[src/design/ucrd_pkg.sv]
package ucrd_pkg;

  // Fixed field widths of the item channels and the configuration port.
  localparam int SAMPLE_W   = 10;
  localparam int BH_W       = SAMPLE_W + 1;
  localparam int NOW_W      = 32;
  localparam int CFG_IDX_W  = 3;
  localparam int CFG_DATA_W = 10;

  // Defaults for the top-level parameters.
  localparam int ADC_BITS_DEF = 10;
  localparam int CHANNELS_DEF = 2;

  // Register reset values and saturation limits.
  localparam logic [9:0] MNR_RST  = 10'd25;
  localparam logic [7:0] MRL_RST  = 8'd5;
  localparam logic [2:0] TMO_RST  = 3'd4;
  localparam logic [7:0] RUN_MAX  = 8'd255;
  localparam logic [2:0] TICK_MAX = 3'd7;

  // Register indexes of the configuration port.
  localparam logic [CFG_IDX_W-1:0] REG_TRAIN   = 3'd0;
  localparam logic [CFG_IDX_W-1:0] REG_CHANNEL = 3'd1;
  localparam logic [CFG_IDX_W-1:0] REG_MNR     = 3'd2;
  localparam logic [CFG_IDX_W-1:0] REG_MRL     = 3'd3;
  localparam logic [CFG_IDX_W-1:0] REG_TMO     = 3'd4;

  // Item kinds.
  localparam logic [1:0] MODE_SAMPLE = 2'd0;
  localparam logic [1:0] MODE_CMD    = 2'd1;
  localparam logic [1:0] MODE_TICK   = 2'd2;

  // Ranging commands.
  localparam logic [1:0] CMD_QUIET   = 2'd0;
  localparam logic [1:0] CMD_SEND    = 2'd1;
  localparam logic [1:0] CMD_REFLECT = 2'd2;
  localparam logic [1:0] CMD_CONT    = 2'd3;

  typedef enum logic [2:0] {
    EV_NONE    = 3'd0,
    EV_BAND    = 3'd1,
    EV_REPLY   = 3'd2,
    EV_RANGE   = 3'd3,
    EV_TIMEOUT = 3'd4,
    EV_CMD     = 3'd5
  } event_e;

  typedef enum logic [1:0] {
    RM_QUIET     = 2'd0,
    RM_SENDER    = 2'd1,
    RM_REFLECTOR = 2'd2
  } rm_e;

  typedef struct packed {
    logic [1:0]          mode;
    logic [SAMPLE_W-1:0] sample;
    logic [1:0]          command;
    logic [NOW_W-1:0]    now_us;
  } in_item_t;

  typedef struct packed {
    logic [2:0]          event_res;
    logic [NOW_W-1:0]    rtt_us;
    logic [SAMPLE_W-1:0] noise_low;
    logic [SAMPLE_W-1:0] noise_high;
    logic [1:0]          ranging_state;
    logic                tx_continuous;
  } out_item_t;

  typedef struct packed {
    logic       training_enable;
    logic       channel_select;
    logic [9:0] min_noise_range;
    logic [7:0] min_run_length;
    logic [2:0] timeout_ticks;
  } cfg_t;

endpackage

[src/design/ultrasound_chirp_ranging_detector.sv]
// Items are held in the input register, results in the result register.
// Throughput: one item per cycle unless the output stalls; the core state
// updates as each item moves on, so each sees all the prior item left behind.
// Reset clears the configuration to its defaults, the noise store to untrained,
// the ranging mode to quiet and both pipeline stages to empty.
module ultrasound_chirp_ranging_detector
  import ucrd_pkg::*;
#(
  parameter int ADC_BITS = ADC_BITS_DEF,
  parameter int CHANNELS = CHANNELS_DEF
) (
  input  logic                  clk_i,
  input  logic                  rst_ni,
  input  logic                  in_valid_i,
  output logic                  in_ready_o,
  input  in_item_t              in_item_i,
  output logic                  out_valid_o,
  input  logic                  out_ready_i,
  output out_item_t             out_item_o,
  input  logic                  cfg_we_i,
  input  logic [CFG_IDX_W-1:0]  cfg_idx_i,
  input  logic [CFG_DATA_W-1:0] cfg_wdata_i
);

  cfg_t      cfg;
  in_item_t  in_q;
  logic      in_vld_q;
  out_item_t res, out_q;
  logic      out_vld_q;
  logic      out_free, fire;

  ucrd_cfg u_cfg (
    .clk_i       (clk_i),
    .rst_ni      (rst_ni),
    .cfg_we_i    (cfg_we_i),
    .cfg_idx_i   (cfg_idx_i),
    .cfg_wdata_i (cfg_wdata_i),
    .cfg_o       (cfg)
  );

  // Handshake: an item moves on when the result register is free or draining.
  assign out_free   = !out_vld_q || out_ready_i;
  assign fire       = in_vld_q && out_free;
  assign in_ready_o = !in_vld_q || fire;

  // Input register.
  always_ff @(posedge clk_i or negedge rst_ni) begin
    if (!rst_ni) begin
      in_vld_q <= 1'b0;
    end else if (in_ready_o) begin
      in_vld_q <= in_valid_i;
    end
  end

  always_ff @(posedge clk_i) begin
    if (in_valid_i && in_ready_o) begin
      in_q <= in_item_i;
    end
  end

  ucrd_core #(
    .ADC_BITS (ADC_BITS),
    .CHANNELS (CHANNELS)
  ) u_core (
    .clk_i  (clk_i),
    .rst_ni (rst_ni),
    .cfg_i  (cfg),
    .item_i (in_q),
    .fire_i (fire),
    .res_o  (res)
  );

  // Result register.
  always_ff @(posedge clk_i or negedge rst_ni) begin
    if (!rst_ni) begin
      out_vld_q <= 1'b0;
    end else if (out_free) begin
      out_vld_q <= in_vld_q;
    end
  end

  always_ff @(posedge clk_i) begin
    if (fire) begin
      out_q <= res;
    end
  end

  assign out_valid_o = out_vld_q;
  assign out_item_o  = out_q;

endmodule

[src/design/ucrd_cfg.sv]
module ucrd_cfg
  import ucrd_pkg::*;
(
  input  logic                  clk_i,
  input  logic                  rst_ni,
  input  logic                  cfg_we_i,
  input  logic [CFG_IDX_W-1:0]  cfg_idx_i,
  input  logic [CFG_DATA_W-1:0] cfg_wdata_i,
  output cfg_t                  cfg_o
);

  cfg_t cfg_q;

  // Register file: one write per cycle, unknown indexes are dropped.
  always_ff @(posedge clk_i or negedge rst_ni) begin
    if (!rst_ni) begin
      cfg_q.training_enable <= 1'b0;
      cfg_q.channel_select  <= 1'b0;
      cfg_q.min_noise_range <= MNR_RST;
      cfg_q.min_run_length  <= MRL_RST;
      cfg_q.timeout_ticks   <= TMO_RST;
    end else if (cfg_we_i) begin
      unique case (cfg_idx_i)
        REG_TRAIN:   cfg_q.training_enable <= cfg_wdata_i[0];
        REG_CHANNEL: cfg_q.channel_select  <= cfg_wdata_i[0];
        REG_MNR:     cfg_q.min_noise_range <= cfg_wdata_i[9:0];
        REG_MRL:     cfg_q.min_run_length  <= cfg_wdata_i[7:0];
        REG_TMO:     cfg_q.timeout_ticks   <= cfg_wdata_i[2:0];
        default: ;
      endcase
    end
  end

  assign cfg_o = cfg_q;

endmodule

[src/design/ucrd_core.sv]
module ucrd_core
  import ucrd_pkg::*;
#(
  parameter int ADC_BITS = ADC_BITS_DEF,
  parameter int CHANNELS = CHANNELS_DEF
) (
  input  logic      clk_i,
  input  logic      rst_ni,
  input  cfg_t      cfg_i,
  input  in_item_t  item_i,
  input  logic      fire_i,
  output out_item_t res_o
);

  localparam int AW   = (ADC_BITS < SAMPLE_W) ? ADC_BITS : SAMPLE_W;
  localparam int CH_W = (CHANNELS > 1) ? $clog2(CHANNELS) : 1;

  // Per-channel noise limits and derived band.
  logic [AW-1:0]   nmin_q  [CHANNELS];
  logic [AW-1:0]   nmax_q  [CHANNELS];
  logic [AW-1:0]   blow_q  [CHANNELS];
  logic [BH_W-1:0] bhigh_q [CHANNELS];

  logic [7:0]       run_q, run_d, run_inc;
  rm_e              rm_q, rm_d;
  logic [NOW_W-1:0] send_q, send_d;
  logic [2:0]       tc_q, tc_d, tc_inc;
  logic             cont_q, cont_d;

  logic [CH_W-1:0]     ch;
  logic [AW-1:0]       s, cur_min, cur_max, new_min, new_max, span, blow_new;
  logic [SAMPLE_W-1:0] span_ext, rng, half, lo_ext;
  logic [BH_W-1:0]     bhigh_new;
  logic                untrained, in_band, band_we;
  event_e              ev;
  logic [NOW_W-1:0]    rtt;

  // Channel pick and sample masking.
  assign ch = (32'(cfg_i.channel_select) < CHANNELS) ? CH_W'(cfg_i.channel_select) : '0;
  assign s         = item_i.sample[AW-1:0];
  assign cur_min   = nmin_q[ch];
  assign cur_max   = nmax_q[ch];
  assign untrained = (cur_min == '0) && (cur_max == '0);
  assign in_band   = (SAMPLE_W'(s) >= SAMPLE_W'(blow_q[ch])) && (BH_W'(s) <= bhigh_q[ch]);

  // Band derivation from the updated limits; the low edge clamps at zero.
  assign span      = (new_max >= new_min) ? new_max - new_min : '0;
  assign span_ext  = SAMPLE_W'(span);
  assign rng       = (span_ext < cfg_i.min_noise_range) ? cfg_i.min_noise_range : span_ext;
  assign half      = rng >> 1;
  assign lo_ext    = SAMPLE_W'(new_min);
  assign blow_new  = (lo_ext >= half) ? AW'(lo_ext - half) : '0;
  assign bhigh_new = BH_W'(new_max) + BH_W'(half);

  // Saturating counters.
  assign run_inc = (run_q != RUN_MAX) ? run_q + 8'd1 : run_q;
  assign tc_inc  = (tc_q != TICK_MAX) ? tc_q + 3'd1 : tc_q;

  // Next state and result for the item at hand.
  always_comb begin
    ev      = EV_NONE;
    rtt     = '0;
    new_min = cur_min;
    new_max = cur_max;
    band_we = 1'b0;
    run_d   = run_q;
    rm_d    = rm_q;
    send_d  = send_q;
    tc_d    = tc_q;
    cont_d  = cont_q;
    case (item_i.mode)
      MODE_SAMPLE: begin
        if (cfg_i.training_enable) begin
          if (untrained) begin
            new_min = s;
            new_max = s;
            band_we = 1'b1;
          end else if (s < cur_min) begin
            new_min = s;
            band_we = 1'b1;
          end else if (s > cur_max) begin
            new_max = s;
            band_we = 1'b1;
          end
          if (band_we) begin
            ev = EV_BAND;
          end
        end else if (in_band) begin
          run_d = '0;
        end else if (run_inc > cfg_i.min_run_length) begin
          run_d = '0;
          if (rm_q == RM_REFLECTOR) begin
            cont_d = 1'b0;
            ev     = EV_REPLY;
          end else if (rm_q == RM_SENDER) begin
            rm_d = RM_QUIET;
            rtt  = item_i.now_us - send_q;
            ev   = EV_RANGE;
          end
        end else begin
          run_d = run_inc;
        end
      end
      MODE_CMD: begin
        case (item_i.command)
          CMD_QUIET: begin
            rm_d   = RM_QUIET;
            cont_d = 1'b0;
          end
          CMD_SEND: begin
            cont_d = 1'b0;
            send_d = item_i.now_us;
            tc_d   = '0;
            rm_d   = RM_SENDER;
          end
          CMD_REFLECT: rm_d = RM_REFLECTOR;
          default:     cont_d = 1'b1;
        endcase
        ev = EV_CMD;
      end
      MODE_TICK: begin
        if (rm_q == RM_SENDER) begin
          tc_d = tc_inc;
          if (tc_inc >= cfg_i.timeout_ticks) begin
            rm_d = RM_QUIET;
            ev   = EV_TIMEOUT;
          end
        end
      end
      default: ;
    endcase
  end

  // State registers, updated once per item that moves to the result stage.
  always_ff @(posedge clk_i or negedge rst_ni) begin
    if (!rst_ni) begin
      for (int i = 0; i < CHANNELS; i++) begin
        nmin_q[i]  <= '0;
        nmax_q[i]  <= '0;
        blow_q[i]  <= '0;
        bhigh_q[i] <= '0;
      end
      run_q  <= '0;
      rm_q   <= RM_QUIET;
      send_q <= '0;
      tc_q   <= '0;
      cont_q <= 1'b0;
    end else if (fire_i) begin
      if (band_we) begin
        nmin_q[ch]  <= new_min;
        nmax_q[ch]  <= new_max;
        blow_q[ch]  <= blow_new;
        bhigh_q[ch] <= bhigh_new;
      end
      run_q  <= run_d;
      rm_q   <= rm_d;
      send_q <= send_d;
      tc_q   <= tc_d;
      cont_q <= cont_d;
    end
  end

  // Result fields; the noise limits are shown only with a band update.
  assign res_o.event_res     = ev;
  assign res_o.rtt_us        = rtt;
  assign res_o.noise_low     = (ev == EV_BAND) ? SAMPLE_W'(new_min) : '0;
  assign res_o.noise_high    = (ev == EV_BAND) ? SAMPLE_W'(new_max) : '0;
  assign res_o.ranging_state = rm_d;
  assign res_o.tx_continuous = cont_d;

endmodule

[config.mk]
export PLATFORM = sky130hd
export DESIGN_NAME = ultrasound_chirp_ranging_detector
export DESIGN_NICKNAME = d
export VERILOG_FILES = /design/src/design/ucrd_pkg.sv /design/src/design/ultrasound_chirp_ranging_detector.sv /design/src/design/ucrd_cfg.sv /design/src/design/ucrd_core.sv
export SDC_FILE = /design/constraint.sdc
export NUM_CORES = 1
export LEC_CHECK = 0
export ABC_AREA = 1
export ABC_CLOCK_PERIOD_IN_PS = 9100
export BUFFER_PORTS_ARGS = -buffer_cell sky130_fd_sc_hd__buf_2
export CORE_ASPECT_RATIO = 0.75
export CORE_MARGIN = 3
export CORE_UTILIZATION = 30
export CTS_BUF_LIST = sky130_fd_sc_hd__clkbuf_8
export CTS_CLUSTER_DIAMETER = 50
export CTS_CLUSTER_SIZE = 40
export DETAILED_ROUTE_END_ITERATION = 16
export PLACE_DENSITY_LB_ADDON = 0.15
export SYNTH_ARGS = -nofsm -noshare
export SYNTH_HDL_FRONTEND = slang
export SYNTH_SLANG_ARGS = --single-unit
[constraint.sdc]
create_clock -name clk_i -period 9.1 [get_ports clk_i]
set_input_delay 0.91 -clock clk_i [delete_from_list [all_inputs] [get_ports clk_i]]
set_output_delay 0.91 -clock clk_i [all_outputs]
set_load 0.1 [all_outputs]
Word level (Yosys, flattened, before mapping)
Index checks and enable logic that the tools add are counted.
Storage, ports and cells
  register bits after elaboration: 257
  input port bits: 64
  output and inout bits: 60
  logic and storage cells: 163
Cells by class
  add/subtract/negate cells: 6
  magnitude comparators: 11
  equal/unequal tests: 15
  muxes and demuxes: 70
  bitwise logic cells: 5
  reduce and logical (&&, ||, !) cells: 26
Operators by type and width (count)
  10-bit 2-to-1 mux: 22
  20-bit bitwise mux: 3
  11-bit 2-to-1 mux: 4
  32-bit subtractor: 1
  3-bit 2-to-1 mux: 9
  8-bit 2-to-1 mux: 3
  22-bit bitwise mux: 1
  10-bit >= comparator: 2
  10-bit logical NOT: 2
  10-bit < comparator: 2
  2-bit 2-to-1 mux: 8
  1-bit 2-to-1 mux: 12
  2-bit one-hot mux with 3 select lines: 2
  2-bit AND reduction: 6
  10-bit by 9-bit adder with 11-bit output: 1
  11-bit demux with 1-bit select: 1
  10-bit by 11-bit less-or-equal comparator with 1-bit output: 1
  10-bit demux with 1-bit select: 1
  10-bit by 9-bit >= comparator with 1-bit output: 1
  10-bit > comparator: 1
  10-bit subtractor: 1
  10-bit by 9-bit subtractor with 10-bit output: 1
  3-bit one-hot mux with 3 select lines: 1
  8-bit by 1-bit adder with 8-bit output (second input constant): 1
  other kinds (27): 46

Logic depth before layout (Yosys ltp)
Gate-level depths: netlist of the first run.
  depth in word-level cells: 17
  depth in mapped cells: 50
  mapped depth without buffers: 48

By module
A second synthesis of the first run with hierarchy kept.
Second synthesis, totals
  cell total of the unflattened synthesis: 1897
  area, all modules: 15548.7 um^2
By module, submodules not included
  ucrd_core: instances 1, cells an instance 1668, area each 11363.4 um^2, seq. area each 3203.1 um^2
  ultrasound_chirp_ranging_detector: instances 1, cells an instance 116, area each 3218.1 um^2, seq. area each 3173.0 um^2
  ucrd_cfg: instances 1, cells an instance 113, area each 967.2 um^2, seq. area each 583.1 um^2

Least setup slack after synthesis of the first run
OpenSTA, ideal clock, no wires.
  kind: register to register
  from: reg u_cfg.cfg_q (netlist bit u_cfg.cfg_o[21])
  to: reg u_core.blow_q[16] (netlist bit)
  setup time: 132 ps
  arrival: 6510 ps
  data required time: 8968 ps
  slack: 2458 ps
  cell stages (with the launch flop): 45
  path buffers: 4
  path through: dfrtp_1 > buf_6 > buf_6 > mux2i_1 > ha_1 > nand2_1 > nor2_1 > a21boi_0 > nor2_1 > nor2_1 > nand2_1 > nand2_1 > nand2_2 > o21ai_1 > inv_1 > ha_1 > nand2_1 > o21ai_0 > [9 not listed] > nand3_1 > a31oi_1 > a2111oi_0 > nand2_1 > clkbuf_1 > o21ai_0 > ha_1 > inv_1 > fa_1 > nand3_1 > nand2_1 > nand2_1 > nand3_1 > a21oi_1 > nand3_1 > buf_4 > nand2_1 > o21ai_1
On the way
  longest elaborated chain between the ends: 17
  elaborated cells on any way between the ends: 43
  classes of those cells: 2 x add/sub; 7 x order compare; 28 x mux; 1 x bitwise; 5 x reduce/logical
Ends and longest elaborated chain
  start: declaration: RTL line ucrd_cfg.sv:12  | cfg_t cfg_q;
  1-bit NOT with 2-bit output (implied by the code) (*): RTL line ucrd_core.sv:41, ucrd_core.sv:42
  10-bit 2-to-1 mux (implied by the code) (3 in a row): RTL line ucrd_core.sv:42  | assign cur_max = nmax_q[ch];
  10-bit > comparator: RTL line ucrd_core.sv:81  | end else if (s > cur_max) begin
  10-bit 2-to-1 mux: RTL line ucrd_core.sv:81
  10-bit 2-to-1 mux: RTL line ucrd_core.sv:78  | end else if (s < cur_min) begin
  10-bit 2-to-1 mux: RTL line ucrd_core.sv:74  | if (untrained) begin
  10-bit 2-to-1 mux: RTL line ucrd_core.sv:73  | if (cfg_i.training_enable) begin
  10-bit 2-to-1 mux (*): RTL line ucrd_core.sv:71  | case (item_i.mode)
  named net u_core.new_max[1]: RTL line ucrd_core.sv:31  | logic [AW-1:0] s, cur_min, cur_max, new_min, new_max, span, blow_new;
  10-bit subtractor or 10-bit >= comparator (tied branches): RTL line ucrd_core.sv:47  | assign span = (new_max >= new_min) ? new_max - new_min : '0;
  10-bit 2-to-1 mux (*): RTL line ucrd_core.sv:47
  10-bit < comparator: RTL line ucrd_core.sv:49  | assign rng = (span_ext < cfg_i.min_noise_range) ? cfg_i.min_noise_range : span_ext;
  10-bit 2-to-1 mux (*): RTL line ucrd_core.sv:49
  10-bit by 9-bit subtractor with 10-bit output or 10-bit by 9-bit >= comparator with 1-bit output (tied branches): RTL line ucrd_core.sv:52  | assign blow_new = (lo_ext >= half) ? AW'(lo_ext - half) : '0;
  10-bit 2-to-1 mux (*): RTL line ucrd_core.sv:52
  20-bit bitwise mux (*): RTL line ucrd_core.sv:152  | blow_q[ch] <= blow_new;
  end signal: indexed assignment: RTL line ucrd_core.sv:152
  end: declaration: RTL line ucrd_core.sv:21  | logic [AW-1:0] blow_q [CHANNELS];
The timed path passes the listed nets; every way through them passes the cells marked *. The select of a mux whose other input is x is not followed.
A chain may end at the register's enable or synchronous reset.

Final worst setup path of the first run
  from: reg u_cfg.cfg_q (netlist bit u_cfg.cfg_o[21])
  to: reg u_core.bhigh_q[8] (netlist bit)
On the way
  longest elaborated chain between the ends: 16
  elaborated cells on any way between the ends: 41
  classes of those cells: 2 x add/sub; 6 x order compare; 27 x mux; 1 x bitwise; 5 x reduce/logical
Ends and longest elaborated chain
  1-bit NOT with 2-bit output (implied by the code) (*): RTL line ucrd_core.sv:41, ucrd_core.sv:42
  10-bit 2-to-1 mux (implied by the code) (3 in a row): RTL line ucrd_core.sv:42
  10-bit > comparator: RTL line ucrd_core.sv:81
  10-bit 2-to-1 mux: RTL line ucrd_core.sv:81
  10-bit 2-to-1 mux: RTL line ucrd_core.sv:78
  10-bit 2-to-1 mux: RTL line ucrd_core.sv:74
  10-bit 2-to-1 mux: RTL line ucrd_core.sv:73
  10-bit 2-to-1 mux (*): RTL line ucrd_core.sv:71
  named net u_core.new_max[3]: RTL line ucrd_core.sv:31
  10-bit subtractor or 10-bit >= comparator (tied branches): RTL line ucrd_core.sv:47
  10-bit 2-to-1 mux: RTL line ucrd_core.sv:47
  10-bit < comparator: RTL line ucrd_core.sv:49
  10-bit 2-to-1 mux: RTL line ucrd_core.sv:49
  10-bit by 9-bit adder with 11-bit output (*): RTL line ucrd_core.sv:53  | assign bhigh_new = BH_W'(new_max) + BH_W'(half);
  22-bit bitwise mux (*): RTL line ucrd_core.sv:153  | bhigh_q[ch] <= bhigh_new;
  end signal: indexed assignment: RTL line ucrd_core.sv:153
  end: declaration: RTL line ucrd_core.sv:22  | logic [BH_W-1:0] bhigh_q [CHANNELS];
Marks and branches as above.

==> summary.md, run 1 <==
| Metric | Value |
|---|---|
| Post-route ant nets | `0` |
| Startpoint Class | `flip-flop` |
| Outcome | `complete, no violations` |
| Top-area cell type share of the netlist area | `between 20% and 30%` |
| Drt pass-1 iters | `5` |
| Yosys warnings | `0` |
| Max_cap viols | `0` |
| CP Class | `flip-flop to flip-flop` |
| Worst path most repeated cell | `nand2_1` |
| Initial DRC Count | `between 1000 and 1500` |
| Final worst-path cycle share | `~90%` |
| Initial antenna violation count | `0` |
| Cell area after synthesis | `about 15000 sq um` |
| Drt wl/cell | `around 18 um` |
| DR vias | `12900` |
| Highest-delay cell along the critical path | `dfrtp_4` |
| Clock Skew | `about 19 ps` |
| Synth-to-Final Area Change | `13.2%` |
| Die width | `268 um` |
| Detailed placement HPWL | `35500 um` |
| Congestion Overflow GR | `0` |
| Post-CTS Resized | `0` |
| Via density | `4.81` |
| Largest net degree at the start of global routing | `95` |
| Final setup viols | `0` |
| Nets | `2198` |
| Final core occ | `between 30% and 40%` |
| Layout cells sized above 1 | `between 10 and 15%` |
| Root Driver | `clkbuf_8` |
| Worst reg-to-reg setup slack | `about 940 ps` |
| Ant diodes | `0` |
| Synth Instances | `about 1900` |
| Post-synth EDFFs | `about 100` |
| Worst-margin pin slew | `1130 ps` |
| Crit path largest cell delay | `roughly 630 ps` |
| Post-synthesis net count | `between 2000 and 2500` |
| Setup slack after layout | `about 940 ps` |
| Lkg Pwr | `about 0.0085 uW` |
| Post-synth ARST share | `slightly below 60%` |
| RSZ-0062 raised after global routing | `false` |
| Maximum clock frequency | `roughly 120 MHz` |
| DIE AREA | `between 50000 and 60000 sq um` |
| Post-Route Setup TNS | `0 ps` |
| IO buf count | `~120` |
| Vias in the first global route | `~12000` |
| Final hold violation count | `0` |
| GRT Total Usage | `about 18%` |
| H-tree Lvls | `2` |
| Seq/Total Area, Yosys | `between 40% and 50%` |
| Flop and latch count out of synthesis | `257` |
| Critical path endpoint category | `flip-flop` |
| VDD IR max | `about 0.00015 V` |
| CP required | `about 9600 ps` |
| Slew Viols, Final | `0` |
| CTS sink cnt | `approximately 260` |
| WL final | `roughly 48000 um` |
| GPL Wtd Cong | `0.936` |
| Worst Path Buf+Inv | `5` |
| Clock slew at reported path FFs | `roughly 100 ps` |
| # hold bufs at CTS | `0` |
| Die Height | `around 200 um` |
| Syn avg cell area | `approximately 8 sq um` |
| # DRC | `0` |
| Slew headroom | `between 20% and 30%` |
| CTS Buf Count | `34` |
| Synth top area cells | `dfrtp_1 24%, edfxtp_1 20%, nand2_1 12%, ha_1 10%, inv_1 6.2%` |
| I/O pin count | `roughly 120` |
| Setup Buffers After CTS | `0` |
| Power per cell area | `376 nW/um^2` |
| Hold Path Class | `input port to asynchronous set/reset pin` |
| Total core area | `around 51000 sq um` |
| Initial Util | `between 30% and 40%` |
| Min Clock Period, post-route | `between 8000 and 9000 ps` |
| # rows | `between 70 and 80` |
| Crit path max fanout | `32` |
| Largest area contributor in the netlist | `dfrtp_1` |
| Pre-CTS WS | `about 500 ps` |
| CTS tree | `built` |
| Critical path's top delay family | `compound AO/OA/AOI/OAI gates` |
| Commonest cells post-synth | `492 x nand2_1, 257 x inv_1, 162 x o21ai_0` |
| Count leader, synth | `nand2_1` |
| Max clock buf depth | `3` |
| First-pass GRT wire length | `around 73000 um` |
| Netlist cell types | `48` |
| Clock Latency Late Sink | `600 ps` |
| Post-synth top flop | `dfrtp_1` |
| Worst Path Arrival | `around 8700 ps` |
metrics by stage:
stage | hold WS (ps) | instances | cell area [sq um] | total power [uW]
after floorplan | 437 | 1876 | 15400 | 4370
after CTS | 422 | 2684 | 17500 | 6570
after global placement | 456 | 2623 | 16700 | 5520
final | 395 | 2684 | 17500 | 6570
after detailed placement | 459 | 2623 | 16700 | 5520
after global routing | 435 | 2684 | 17500 | 7190
worst paths after layout:
path	startpoint	end	depth (start not counted)
min in group clk_i	u_core.bhigh_q[15]	u_core.bhigh_q[15]	2
max in group asynchronous	rst_ni	u_core.send_q[13]	2
max	u_cfg.cfg_o[21]	u_core.bhigh_q[8]	39
min reg2reg	u_core.bhigh_q[15]	u_core.bhigh_q[15]	2
max reg2reg	u_cfg.cfg_o[21]	u_core.bhigh_q[8]	39
min	rst_ni	u_core.blow_q[8]	1
report_power, final:
part           internal (uW)  switching (uW)  leakage (uW)  total (uW)
logic                   1150            2750       0.00516        3890
registers               1520             163       0.00294        1680
clock network            448             549      0.000382         997
metal layers:
layer | track usage (%) | up-vias | share of wire (%)
li1 | - | 6421 | -
met4 | 4.03 | 0 | 1.7
met2 | 23.5 | 374 | 38
met5 | 0 | - | 0
met3 | 4.07 | 53 | 7.2
met1 | 28.3 | 6066 | 53
logic make-up (layout without fill, tap and decap cells):
family,after synthesis,count (layout),synth area share (%)
adder cells (fa/ha/maj),132,132,10.9
multiplexers,13,13,0.851
XOR/XNOR,32,32,1.81
AO/OA/AOI/OAI,363,363,12.8
flip-flops,257,257,45.1
buffers and inverters,309,460,8.12
AND/OR/NAND/NOR,770,770,20.4
placed cells by master, fill, tap and decap left out, drive strengths merged:
cell / n
xor2: 26
a21boi: 5
dfstp: 6
o2111ai: 1
mux2i: 12
nor3: 10
nand3: 85
mux2: 1
edfxtp: 104
inv: 279
o211ai: 3
a221oi: 1
xnor2: 6
o31ai: 2
fa: 4
ha: 128
nand3b: 1
bufinv: 1
o21a: 9
nor3b: 2
a22oi: 1
a31oi: 9
nand4: 23
and3: 1
clkinv: 7
dfrtp: 147
clkinvlp: 3
o22ai: 4
nor2: 136
nor4: 1
or2: 15
buf: 133
a21o: 8
o21bai: 8
clkbuf: 37
nand2: 496
a2111oi: 1
a21oi: 98
o21ai: 213
flip-flops by register name, summed over array words and instances, names as in the netlist, 2 cells and up:
name,flops
in_q,46
out_item_o,58
u_cfg.cfg_o,23
u_core.bhigh_q,22
u_core.blow_q,20
u_core.nmax_q,20
u_core.nmin_q,20
u_core.rm_q,2
u_core.run_q,8
u_core.send_q,32
u_core.tc_q,3
layout make-up:
| cell class | count | area (sq um) |
|---|---|---|
| multi-input combinational | 1310 | 7240 |
| tap | 657 | 822 |
| timing repair buffer | 133 | 697 |
| clock inverter | 24 | 253 |
| clock buffer | 37 | 509 |
| inverter | 266 | 998 |
| fill | 5319 | 33100 |
| sequential | 257 | 6960 |
(Power assumes the default switching activity.)
==> inputs of run 2 (changes only) <==
--- a/config.mk
+++ b/config.mk
@@ -6,16 +6,17 @@
 export NUM_CORES = 1
 export LEC_CHECK = 0
 export ABC_AREA = 1
-export ABC_CLOCK_PERIOD_IN_PS = 9100
+export ABC_CLOCK_PERIOD_IN_PS = 6800
 export BUFFER_PORTS_ARGS = -buffer_cell sky130_fd_sc_hd__buf_2
 export CORE_ASPECT_RATIO = 0.75
 export CORE_MARGIN = 3
-export CORE_UTILIZATION = 30
+export CORE_UTILIZATION = 55
 export CTS_BUF_LIST = sky130_fd_sc_hd__clkbuf_8
 export CTS_CLUSTER_DIAMETER = 50
 export CTS_CLUSTER_SIZE = 40
 export DETAILED_ROUTE_END_ITERATION = 16
 export PLACE_DENSITY_LB_ADDON = 0.15
+export SLEW_MARGIN = 20
 export SYNTH_ARGS = -nofsm -noshare
 export SYNTH_HDL_FRONTEND = slang
 export SYNTH_SLANG_ARGS = --single-unit
==> constraint.sdc (replaced) <==
create_clock -name clk_i -period 6.8 [get_ports clk_i]
set_input_delay 0.68 -clock clk_i [delete_from_list [all_inputs] [get_ports clk_i]]
set_output_delay 0.68 -clock clk_i [all_outputs]
set_load 0.1 [all_outputs]
==> run 2 against run 1 <==
Power is 51% higher; clock skew is 15 ps higher; core utilization is 34 points higher; routed wire length is 7.8% lower; clock power is 13% higher; sequential power is 33% higher; final cell count is 5.8% lower; combinational power is 69% higher; setup slack worse by 790 ps; largest cell class unchanged.
==> summary.md, run 2 (synthesis results as in run 1) <==
| Metric | Value |
|---|---|
| Final worst-path cycle share | `97.7% (+8.1 points)` |
| Switch Pwr | `4740 uW (+37%)` |
| # rows | `52 (-27%)` |
| Min Clock Period, post-route | `6650 ps (-1510 ps)` |
| Largest net degree at the start of global routing | `88 (-7.4%)` |
| DIE AREA | `30100 sq um (-44%)` |
| Max_cap viols | `0 (unchanged)` |
| CP required | `7250 ps (-2370 ps)` |
| Post-route ant nets | `0 (unchanged)` |
| Clock Latency Late Sink | `610 ps (about the same)` |
| Maximum clock frequency | `150 MHz (+23%)` |
| Reg-to-Reg Start | `u_cfg.cfg_o[21]` |
| Initial Util | `56.5% (+26 points)` |
| Commonest non-fill, non-tap cell in the layout | `nand2_1` |
| RSZ-0062 raised after global routing | `true` |
| WL final | `43900 um (-7.8%)` |
| Die width | `199 um (-26%)` |
| # DRC | `0 (unchanged)` |
| Worst path most repeated cell | `nand2_1` |
| Worst reg-to-reg setup slack | `150 ps (-790 ps)` |
| Ant diodes | `0 (unchanged)` |
| Initial DRC Count | `1154 (-6.9%)` |
| Congestion Overflow GR | `0 (unchanged)` |
| Clock Skew | `34.4 ps (+15.3 ps)` |
| Drt pass-1 iters | `5 (unchanged)` |
| Worst-margin pin slew | `1070 ps (-60.9 ps)` |
| Die Height | `151 um (-25%)` |
| GRT Total Usage | `28.4% (+11 points)` |
| Lkg Pwr | `0.00927 uW (+9.3%)` |
| Tot Pwr | `9940 uW (+51%)` |
| Total core area | `27300 sq um (-46%)` |
| IO buf count | `123 (unchanged)` |
| Slew headroom | `28.6% (+4.1 points)` |
| Detailed placement HPWL | `32400 um (-8.8%)` |
| Most frequent cells in the layout | `484 x nand2_1, 247 x inv_1, 170 x buf_4` |
| Final setup viols | `0 (unchanged)` |
| Root Driver | `clkbuf_8` |
| Pre-CTS WS | `-289 ps (-802 ps)` |
| Clock slew at reported path FFs | `120 ps (+20 ps)` |
| Worst Path Arrival | `7090 ps (-1590 ps)` |
| CTS tree | `built` |
| Synth-to-Final Area Change | `21.2%` |
| Sw frac | `47.7% (-4.9 points)` |
| DR vias | `13700 (+6.3%)` |
| Crit path max fanout | `11 (-66%)` |
| Largest register FFs | `58 (unchanged)` |
| Via density | `5.43 (+13%)` |
| CP Class | `flip-flop to flip-flop` |
| Crit path largest cell delay | `480 ps (-150 ps)` |
| Nets | `2355 (+7.1%)` |
| Startpoint Class | `flip-flop` |
| VDD IR max | `0.000411 V (+180%)` |
| Highest-delay cell along the critical path | `dfrtp_2` |
| I/O pin count | `124 (unchanged)` |
| P_int | `5200 uW (+67%)` |
| Metal2 WL | `17800 um (-1.9%)` |
| Routed wl met3 | `3740 um (+9.2%)` |
| First-pass GRT wire length | `67400 um (-8.0%)` |
| Layout cells sized above 1 | `22.0% (+9.7 points)` |
| Slew Viols, Final | `0 (unchanged)` |
| Final hold violation count | `0 (unchanged)` |
| Vias in the first global route | `12700 (+3.6%)` |
| Hold Path Class | `input port to asynchronous set/reset pin` |
| Highest metal used | `met4` |
| Clock share of power | `11.4% (-3.8 points)` |
| CTS Buf Count | `25 (-26%)` |
| Critical path endpoint category | `flip-flop` |
| Initial antenna violation count | `0 (unchanged)` |
| Outcome | `complete, no violations` |
| Max clock buf depth | `3 (unchanged)` |
| Power per cell area | `531 nW/um^2 (+41%)` |
| Logic pwr share | `66.2% (+7.0 points)` |
| CTS sink cnt | `257 (unchanged)` |
| Drt wl/cell | `17.3 um (-2.1%)` |
| Setup slack after layout | `153 ps (-789 ps)` |
| Reg-to-Reg End | `u_core.blow_q[8]` |
| Sequential share of power | `22.4% (-3.2 points)` |
| GPL Wtd Cong | `0.987 (+5.5%)` |
| R2R cell count | `47 (+21%)` |
| H-tree Lvls | `1 (-1)` |
| Routed met1 length | `21400 um (-15%)` |
==> run 2: cell count changes in the layout (fill, tap and decap cells not counted), moves of 10 or more <==
cell and delta:
o21ai_0 -25, a21oi_2 +10, inv_2 +11, a21oi_1 -11, ha_4 +15, clkbuf_8 -11, buf_4 +160, ha_1 -17
==> run 2: cell type report <==
cell class,count,area [sq um]
clock buffer,26,358
timing repair buffer,298,1980
multi-input combinational,1311,7730
inverter,266,998
clock inverter,20,245
sequential,257,6960
fill,2229,8610
tap,351,439
==> run 2: routing by layer <==
layer	vias to the layer above	global-route usage, %
met5	-	0
met4	0	5.54
met3	60	5.38
met2	485	40.3
met1	6440	45.1
li1	6739	-
==> run 2: metrics by stage <==
stage	hold WS, ps	instance area [sq um]	TNS, ps	instances	utilization [%]
after floorplan	384	15400	0	1876	-
after global placement	449	17500	-3820	2470	64.1
after detailed placement	456	17500	-5670	2470	64.1
after CTS	142	18200	0	2518	66.5
after global routing	178	18700	-9390	2529	68.5
final	109	18700	0	2529	68.5
==> run 2: power by group through the flow <==
stage / logic, uW / clock network, uW / registers, uW
4_1_cts: 5950 / 1160 / 2230
6_report: 6580 / 1130 / 2230
2_1_floorplan: 3300 / 0 / 2550
3_5_place_dp: 5840 / 0 / 2250
5_1_grt: 7270 / 1210 / 2270
3_3_place_gp: 5760 / 0 / 2240
==> run 2: repair_timing <==
item	in CTS	in global routing
resized for setup	21	110
endpoints found under the setup margin	31	40
setup buffers	2	8
hold buffers	0	0
cloned	0	3
pin swaps	2	18
==> run 2: how the worst max path moves through the flow <==
stage	startpoint	end	slack, ps	cells past startpoint
2_1_floorplan	u_cfg.cfg_o[21]	u_core.blow_q[16]	160	44
3_3_place_gp	u_cfg.cfg_o[21]	u_core.blow_q[1]	-210	45
3_5_place_dp	u_cfg.cfg_o[21]	u_core.blow_q[10]	-290	42
4_1_cts	u_cfg.cfg_o[21]	u_core.bhigh_q[8]	20	48
5_1_grt	u_cfg.cfg_o[21]	u_core.bhigh_q[8]	-390	49
6_report	u_cfg.cfg_o[21]	u_core.blow_q[8]	150	47
==> run 2: worst max-delay path: cells and delay by family, from the launching register on <==
kind	cells	cell delay, ps
AND/OR/NAND/NOR	20	1830
AO/OA/AOI/OAI	11	1600
buffers and inverters	12	1570
flip-flops	1	480
adder cells (fa/ha/maj)	4	950
